===== config.mk =====
export PLATFORM = sky130hd
export DESIGN_NAME = spi_device_line_parser
export DESIGN_NICKNAME = d
export VERILOG_FILES = /design/src/rtl/core/sdlp_pkg.sv /design/src/rtl/core/spi_device_line_parser.sv
export SDC_FILE = /design/constraint.sdc
export NUM_CORES = 1
export LEC_CHECK = 0
export BUFFER_PORTS_ARGS = -buffer_cell sky130_fd_sc_hd__buf_4
export CAP_MARGIN = 20
export CORE_MARGIN = 5
export CORE_UTILIZATION = 58
export DETAILED_ROUTE_END_ITERATION = 10
export GPL_TIMING_DRIVEN = 0
export PLACE_DENSITY = 0.8
export SKIP_CTS_REPAIR_TIMING = 1
export SLEW_MARGIN = 0
export SYNTH_ARGS = -nofsm -noshare
export SYNTH_HDL_FRONTEND = slang
export SYNTH_SLANG_ARGS = --single-unit

===== constraint.sdc =====
create_clock -name clk -period 4 [get_ports clk]
set_input_delay 0.4 -clock clk [delete_from_list [all_inputs] [get_ports clk]]
set_output_delay 0.4 -clock clk [all_outputs]
set_load 0.02 [all_outputs]

===== src/rtl/core/sdlp_pkg.sv =====
// Shared types and constants for the SPI device line parser.
// No dependencies.
package sdlp_pkg;

	typedef enum logic [2:0] {
		PH_PROTO = 3'd0,
		PH_NAME  = 3'd1,
		PH_SLAVE = 3'd2,
		PH_START = 3'd3,
		PH_TAIL  = 3'd4,
		PH_ERROR = 3'd5
	} phase_t;

	typedef enum logic [1:0] {
		ST_OK    = 2'd0,
		ST_PROTO = 2'd1,
		ST_SLAVE = 2'd2,
		ST_START = 2'd3
	} status_t;

	typedef enum logic {
		KIND_NAME    = 1'b0,
		KIND_SUMMARY = 1'b1
	} kind_t;

	localparam logic [7:0] CH_NUL   = 8'h00;
	localparam logic [7:0] CH_LF    = 8'h0A;
	localparam logic [7:0] CH_SPACE = 8'h20;
	localparam logic [7:0] CH_COMMA = 8'h2C;
	localparam logic [7:0] CH_ZERO  = 8'h30;
	localparam logic [7:0] CH_NINE  = 8'h39;
	localparam logic [7:0] CH_S     = 8'h53;
	localparam logic [7:0] CH_P     = 8'h50;
	localparam logic [7:0] CH_I     = 8'h49;
	localparam logic [7:0] CH_LA    = 8'h61;
	localparam logic [7:0] CH_LF_HEX = 8'h66;
	localparam logic [7:0] CASE_BIT = 8'h20;

	localparam logic [5:0] CAP_RESET = 6'd32;

	function automatic logic is_dec(input logic [7:0] c);
		return (c >= CH_ZERO) && (c <= CH_NINE);
	endfunction

	function automatic logic is_hex(input logic [7:0] c);
		logic [7:0] l;
		l = c | CASE_BIT;
		return is_dec(c) || ((l >= CH_LA) && (l <= CH_LF_HEX));
	endfunction

	function automatic logic [3:0] hex_value(input logic [7:0] c);
		logic [7:0] v;
		if (c > CH_NINE) begin
			v = (c | CASE_BIT) - CH_LA + 8'd10;
		end else begin
			v = c - CH_ZERO;
		end
		return v[3:0];
	endfunction

endpackage


===== src/rtl/core/spi_device_line_parser.sv =====
// Top level of the SPI device line parser: input register, line state, result register.
// Depends on sdlp_pkg.
//
// Parses lines of the form SPIn,name,hh,ddd, one character per transaction on the
// input channel; a zero byte ends the line. Each accepted name character gives a
// name result; the zero byte gives a summary with port index, slave address,
// start address, name length and the first error latched during the line, or the
// error of a field that the zero byte cuts short. The block takes one character
// every cycle while the input does not stall: each character is decoded in a single
// pass from the input register against the line state, and its result goes to an
// output register. Back-pressure on the output holds the input register, and the
// input stalls only while both are full. name_capacity is written through
// cfg_wr_en/cfg_wr_data; the user must write it only while the block is idle, which
// the block itself does not enforce; names are limited to the smaller of it and NAME_MAX.
module spi_device_line_parser
	import sdlp_pkg::*;
#(
	parameter int NAME_MAX = 32
) (
	input  logic       clk,
	input  logic       arst_n,
	input  logic       in_valid,
	output logic       in_ready,
	input  logic [7:0] char_in,
	input  logic       cfg_wr_en,
	input  logic [5:0] cfg_wr_data,
	output logic       out_valid,
	input  logic       out_ready,
	output logic       result_kind,
	output logic [7:0] name_char,
	output logic [5:0] name_length,
	output logic [3:0] port_index,
	output logic [7:0] slave_address,
	output logic [9:0] start_address,
	output logic [1:0] status
);

	localparam logic [7:0] NameMaxW = 8'(NAME_MAX);

	// configuration
	logic [5:0] cap_q;

	// input stage
	logic       valid_s1;
	logic [7:0] char_s1;

	// line state
	phase_t     phase_q, phase_d;
	logic [2:0] fcount_q, fcount_d;
	logic [5:0] ncount_q, ncount_d;
	logic [3:0] port_q, port_d;
	logic [7:0] addr_q, addr_d;
	logic [9:0] dec_q, dec_d;
	status_t    err_q, err_d;

	// result register
	logic       out_valid_q;
	kind_t      kind_q, kind_d;
	logic [7:0] nchar_q, nchar_d;
	logic [5:0] nlen_q, nlen_d;
	logic [3:0] port_out_q, port_out_d;
	logic [7:0] addr_out_q, addr_out_d;
	logic [9:0] dec_out_q, dec_out_d;
	status_t    stat_q, stat_d;
	logic       emit;

	logic       advance;
	logic [7:0] limit;
	logic [7:0] c;
	logic [9:0] dec_times10;

	assign advance  = valid_s1 && (!out_valid_q || out_ready);
	assign in_ready = !valid_s1 || advance;
	assign c        = char_s1;
	assign limit    = ({2'b00, cap_q} < NameMaxW) ? {2'b00, cap_q} : NameMaxW;
	assign dec_times10 = (dec_q << 3) + (dec_q << 1);

	always_ff @(posedge clk or negedge arst_n) begin
		if (!arst_n) begin
			cap_q <= CAP_RESET;
		end else if (cfg_wr_en) begin
			cap_q <= cfg_wr_data;
		end
	end

	always_ff @(posedge clk or negedge arst_n) begin
		if (!arst_n) begin
			valid_s1 <= 1'b0;
		end else if (in_ready) begin
			valid_s1 <= in_valid;
		end
	end

	always_ff @(posedge clk) begin
		if (in_ready && in_valid) begin
			char_s1 <= char_in;
		end
	end

	always_comb begin
		phase_d    = phase_q;
		fcount_d   = fcount_q;
		ncount_d   = ncount_q;
		port_d     = port_q;
		addr_d     = addr_q;
		dec_d      = dec_q;
		err_d      = err_q;
		emit       = 1'b0;
		kind_d     = KIND_NAME;
		nchar_d    = c;
		nlen_d     = ncount_q;
		port_out_d = port_q;
		addr_out_d = addr_q;
		dec_out_d  = dec_q;
		stat_d     = ST_OK;

		if (c == CH_NUL) begin
			// end of line: a cut-short field gives its own error
			stat_d = err_q;
			case (phase_q)
				PH_PROTO: stat_d = ST_PROTO;
				PH_NAME,
				PH_SLAVE: stat_d = ST_SLAVE;
				PH_START: begin
					if (fcount_q == 3'd0) begin
						stat_d = ST_START;
					end
				end
				default: ;
			endcase
			emit     = 1'b1;
			kind_d   = KIND_SUMMARY;
			nchar_d  = CH_NUL;
			phase_d  = PH_PROTO;
			fcount_d = '0;
			ncount_d = '0;
			port_d   = '0;
			addr_d   = '0;
			dec_d    = '0;
			err_d    = ST_OK;
		end else begin
			case (phase_q)
				PH_PROTO: begin
					if (c == CH_COMMA) begin
						if (fcount_q == 3'd4) begin
							phase_d  = PH_NAME;
							fcount_d = '0;
						end else begin
							phase_d = PH_ERROR;
							err_d   = ST_PROTO;
						end
					end else if (fcount_q == 3'd0 && c == CH_S) begin
						fcount_d = 3'd1;
					end else if (fcount_q == 3'd1 && c == CH_P) begin
						fcount_d = 3'd2;
					end else if (fcount_q == 3'd2 && c == CH_I) begin
						fcount_d = 3'd3;
					end else if (fcount_q == 3'd3 && is_dec(c)) begin
						port_d   = 4'(c - CH_ZERO);
						fcount_d = 3'd4;
					end else begin
						phase_d = PH_ERROR;
						err_d   = ST_PROTO;
					end
				end
				PH_NAME: begin
					if (c == CH_COMMA) begin
						phase_d  = PH_SLAVE;
						fcount_d = '0;
					end else if ({2'b00, ncount_q} >= limit) begin
						phase_d = PH_ERROR;
						err_d   = ST_SLAVE;
					end else begin
						ncount_d = ncount_q + 6'd1;
						nlen_d   = ncount_q + 6'd1;
						emit     = 1'b1;
					end
				end
				PH_SLAVE: begin
					if (c == CH_COMMA) begin
						if (fcount_q == 3'd0) begin
							phase_d = PH_ERROR;
							err_d   = ST_SLAVE;
						end else begin
							phase_d  = PH_START;
							fcount_d = '0;
						end
					end else if (is_hex(c) && fcount_q < 3'd2) begin
						addr_d   = {addr_q[3:0], hex_value(c)};
						fcount_d = fcount_q + 3'd1;
					end else begin
						phase_d = PH_ERROR;
						err_d   = ST_SLAVE;
					end
				end
				PH_START: begin
					if (is_dec(c)) begin
						dec_d    = dec_times10 + 10'(c - CH_ZERO);
						fcount_d = fcount_q + 3'd1;
						if (fcount_q >= 3'd2) begin
							phase_d = PH_TAIL;
						end
					end else if ((c == CH_LF || c == CH_SPACE) && fcount_q != 3'd0) begin
						phase_d = PH_TAIL;
					end else begin
						phase_d = PH_ERROR;
						err_d   = ST_START;
					end
				end
				default: ;
			endcase
		end
	end

	always_ff @(posedge clk or negedge arst_n) begin
		if (!arst_n) begin
			phase_q  <= PH_PROTO;
			fcount_q <= '0;
			ncount_q <= '0;
			port_q   <= '0;
			addr_q   <= '0;
			dec_q    <= '0;
			err_q    <= ST_OK;
		end else if (advance) begin
			phase_q  <= phase_d;
			fcount_q <= fcount_d;
			ncount_q <= ncount_d;
			port_q   <= port_d;
			addr_q   <= addr_d;
			dec_q    <= dec_d;
			err_q    <= err_d;
		end
	end

	always_ff @(posedge clk or negedge arst_n) begin
		if (!arst_n) begin
			out_valid_q <= 1'b0;
		end else if (advance) begin
			out_valid_q <= emit;
		end else if (out_ready) begin
			out_valid_q <= 1'b0;
		end
	end

	always_ff @(posedge clk) begin
		if (advance && emit) begin
			kind_q     <= kind_d;
			nchar_q    <= nchar_d;
			nlen_q     <= nlen_d;
			port_out_q <= port_out_d;
			addr_out_q <= addr_out_d;
			dec_out_q  <= dec_out_d;
			stat_q     <= stat_d;
		end
	end

	assign out_valid     = out_valid_q;
	assign result_kind   = kind_q;
	assign name_char     = nchar_q;
	assign name_length   = nlen_q;
	assign port_index    = port_out_q;
	assign slave_address = addr_out_q;
	assign start_address = dec_out_q;
	assign status        = stat_q;

	// name results never carry an error
	a_name_ok: assert property (@(posedge clk) disable iff (!arst_n)
		out_valid && result_kind == KIND_NAME |-> status == ST_OK)
		else $error("name transaction with nonzero status");

	// a name result never goes past the configured limit
	a_name_limit: assert property (@(posedge clk) disable iff (!arst_n)
		out_valid && result_kind == KIND_NAME |-> name_length <= cap_q
			&& {2'b00, name_length} <= NameMaxW)
		else $error("name length beyond limit");

	// a zero byte always returns the line state to its start
	a_line_clear: assert property (@(posedge clk) disable iff (!arst_n)
		advance && char_s1 == CH_NUL |=> phase_q == PH_PROTO && ncount_q == '0
			&& err_q == ST_OK && out_valid_q && kind_q == KIND_SUMMARY)
		else $error("line state not cleared after end of line");

	// error phase always holds a latched error code
	a_err_latched: assert property (@(posedge clk) disable iff (!arst_n)
		phase_q == PH_ERROR |-> err_q != ST_OK)
		else $error("error phase without error code");

	// input stalls only when both registers are full and the output is blocked
	a_stall_cause: assert property (@(posedge clk) disable iff (!arst_n)
		!in_ready |-> valid_s1 && out_valid_q && !out_ready)
		else $error("input stalled without cause");

endmodule

==> flow_summary.json <==
{
  "mappedNetlistNets": 478,
  "clock_power_share_pct": 34.8,
  "netlist.area_leader.share_pct": 29.3,
  "die_area_mm2": 0.0102,
  "htree_levels": 3,
  "clock_sink_count": 91,
  "finalSetupViolations": 0,
  "timing_hold_violations_final": 0,
  "cell_variety_after_synth": 70,
  "critical-path-top-cell-by-count": "inv_1",
  "cts_tree": "built",
  "pin_count": 60,
  "rr_worst_depth": 8,
  "rsz0062_at_grt": "false",
  "power_density_mw_per_mm2": 356,
  "max-clock-path-buffers": 2,
  "power.share.sequential_pct": 52.4,
  "tightest_slew_ns": 0.850,
  "clk_pin_slew_worst_setup_hold_paths_ns": 0.09,
  "synth-edff-count": 47,
  "vias_in_the_first_global_route": 3444,
  "first_pass_grt_wire_length_um": 17100,
  "slew_headroom_pct": 42.9,
  "post_synth_main_area_contributors": "edfxtp_1, dfrtp_1, ha_1, nand2_1, mux2_2",
  "timing_worst_setup_path_type": "reg -> reg",
  "worstSkewPairLatency_ns": 0.36,
  "syn-mean-instance-area_um2": 11.4,
  "cp_slowest_cell": "nor3_1",
  "achievable_freq_ghz": 0.283,
  "finalSetupTns_ns": 0,
  "drc": 0,
  "number_of_logic_stages_on_the_critical_path_including_buffering": 8,
  "pre_cts_slack_ns": 0.535,
  "reg2reg_from": "c[1]",
  "cellInternalPower_w": 0.00149,
  "worstPathMaxFanout": 27,
  "critical_path_required_ns": 4.11,
  "global_route.usage.total_pct": 21.3,
  "fin_clk_skew_ns": 0.00871,
  "power_switching_share_pct": 25.6,
  "fp-row-count": 33,
  "layout-drive-gt1-share_pct": 20.9,
  "netSwitchingPower_w": 0.000513,
  "nFillCells": 613,
  "critical_path.startpoint": "c[1]",
  "power.leakage_nw": 2.43,
  "drt-vias-per-instance": 5.86,
  "critical_path.startpoint_type": "flop",
  "worstReg2RegEnd": "name_char[6]",
  "proportion_of_synthesized_flip_flops_having_asynchronous_set_or_reset_pct": 48.4,
  "synth-main-ff-cell": "edfxtp_1",
  "yosysSeqAreaShare_pct": 52.1,
  "finalWorstPathRequiredPeriod_ns": 3.54,
  "initial_core_util_pct": 59.0,
  "die_height_um": 101,
  "combinationalPowerShare_pct": 12.8,
  "wl_per_cell_um": 17.3,
  "ys_seq_elements": 91,
  "grt-ovfl-total": 0,
  "run_status": "completed",
  "timing.critical_path.arrival_ns": 3.65,
  "crit_end": "name_char[6]",
  "synth_area_mm2": 0.00482,
  "vias": 3535,
  "dp_hpwl_um": 7630,
  "grt_antenna_before_repair": 0,
  "clockRootBuffer": "clkbuf_8",
  "ir_drop_mv": 0.205,
  "finalCritPeriodShare_pct": 88.4,
  "timing.critical_path.to_type": "flop",
  "worst_hold_check_slack_ns": 0.0396,
  "crit_buf_inv": 3,
  "min-delay-path-class": "in -> async",
  "areaGrowthSynthToFinish_pct": 16.9,
  "post_synth_most_frequent_cells": "edfxtp_1, nand2_1, dfrtp_1, ha_1, nor2_1",
  "floorplan.die.width_um": 101,
  "firstDrtPassIters": 5,
  "insertedDiodeCount": 0,
  "cts_buffers": 9,
  "timing_max_transition_violations_final": 0,
  "critical_path_cell_list": "inv_1 -> ha_1 -> nand4_1 -> nor3_1 -> nor2_1 -> o21ai_0 -> inv_1 -> buf_16",
  "cp_top_family": "simple AND/OR/NAND/NOR gates",
  "core_mm2": 0.00818,
  "layout_setup_ws_ns": 0.465,
  "cpPeakStageDelay_ns": 0.69,
  "reg2reg_slack_ns": 0.46,
  "port_buffers": 58,
  "first_iter_violations": 270,
  "wirelength_um": 10400,
  "nNetsFinal": 548,
  "max_cap_check_violation_count": 0,
  "postRouteAntennaNets": 0,
  "synthDominantAreaCellType": "edfxtp_1",
  "number_of_warnings_reported_in_the_yosys_synthesis_log": 0,
  "grt_start_max_net_pins": 45,
  "post_synth_inst_count": 423,
  "routabilityCongestion": 0.938
}
state kept, by name, indices dropped and copies added (netlist names):
register	cells
fcount_q	3
dec_out_d	10
port_index	4
err_q	2
c	8
ncount_q	6
phase_q	3
start_address	10
status	2
addr_out_d	8
out_valid	1
port_out_d	4
valid_s1	1
result_kind	1
cap_q	6
slave_address	8
name_char	8
name_length	6
power groups by stage:
stage	Sequential, W	Combinational [W]	Clock [W]
floorplan	0.00106	0.000183	0
finish	0.00105	0.000257	0.000698
detailed placement	0.00107	0.000252	0
global placement	0.00107	0.000240	0
global route	0.00106	0.000287	0.000753
CTS	0.00105	0.000256	0.000709
metal layers:
metal  wire, um  track usage [%]  vias up
met4        172             7.16        0
met2       4890             33.3      123
met5          0                0        -
met3        613             3.10       15
li1           -                -     1678
met1       4750             30.8     1719
worst min-delay path by stage:
stage	startpoint	endpoint	slack [ns]	cells after the start
floorplan	arst_n	addr_out_d[0]	0.10	0
global placement	port_out_d[1]	port_index[1]	0.43	0
detailed placement	port_out_d[2]	port_index[2]	0.43	0
CTS	arst_n	cap_q[3]	0.05	1
global route	arst_n	dec_out_d[6]	0.08	1
finish	arst_n	cap_q[3]	0.04	1
layout by cell type (no fill, tap or decap), types with 5 or more instances in the layout:
| cell type | n |
|---|---|
| clkbuf_1 | 14 |
| nor3_1 | 8 |
| nand4_1 | 5 |
| xor2_1 | 5 |
| a31oi_1 | 6 |
| o21ai_0 | 22 |
| nand2b_1 | 6 |
| nor2b_1 | 5 |
| clkbuf_8 | 9 |
| ha_1 | 29 |
| xnor2_1 | 12 |
| a21oi_1 | 8 |
| nor2_1 | 28 |
| edfxtp_1 | 47 |
| nand3_1 | 16 |
| buf_4 | 58 |
| o31ai_1 | 7 |
| nand2_1 | 47 |
| fa_1 | 7 |
| inv_1 | 20 |
| mux2_2 | 13 |
| dfrtp_1 | 43 |
cell type report:
cell class / count / area (um^2) / area share, %
flip-flops and latches: 91 / 2510 / 44.6
multi-input cells: 290 / 2120 / 37.6
repair buffers: 59 / 463 / 8.21
well taps: 105 / 131 / 2.33
clock buffers: 10 / 128 / 2.26
plain buffers: 21 / 109 / 1.93
clock inverters: 6 / 95.1 / 1.69
inverters: 21 / 78.8 / 1.40
cell families after synthesis:
family	Yosys count	synth area share, %
simple gates	137	13.9
flops	91	52.1
compound gates	82	12.3
buf+inv	42	3.89
fa+ha+maj	36	10.4
mux	18	4.18
xor+xnor	17	3.09
through the flow:
step	util [%]	area [um^2]	cells	power (W)
finish	69.0	5640	603	0.00201
global route	69.0	5640	603	0.00210
CTS	69.0	5640	603	0.00202
detailed placement	66.2	5420	587	0.00132
global placement	65.9	5390	586	0.00131
floorplan	-	4820	423	0.00124
Power figures use the tool's default switching activity.
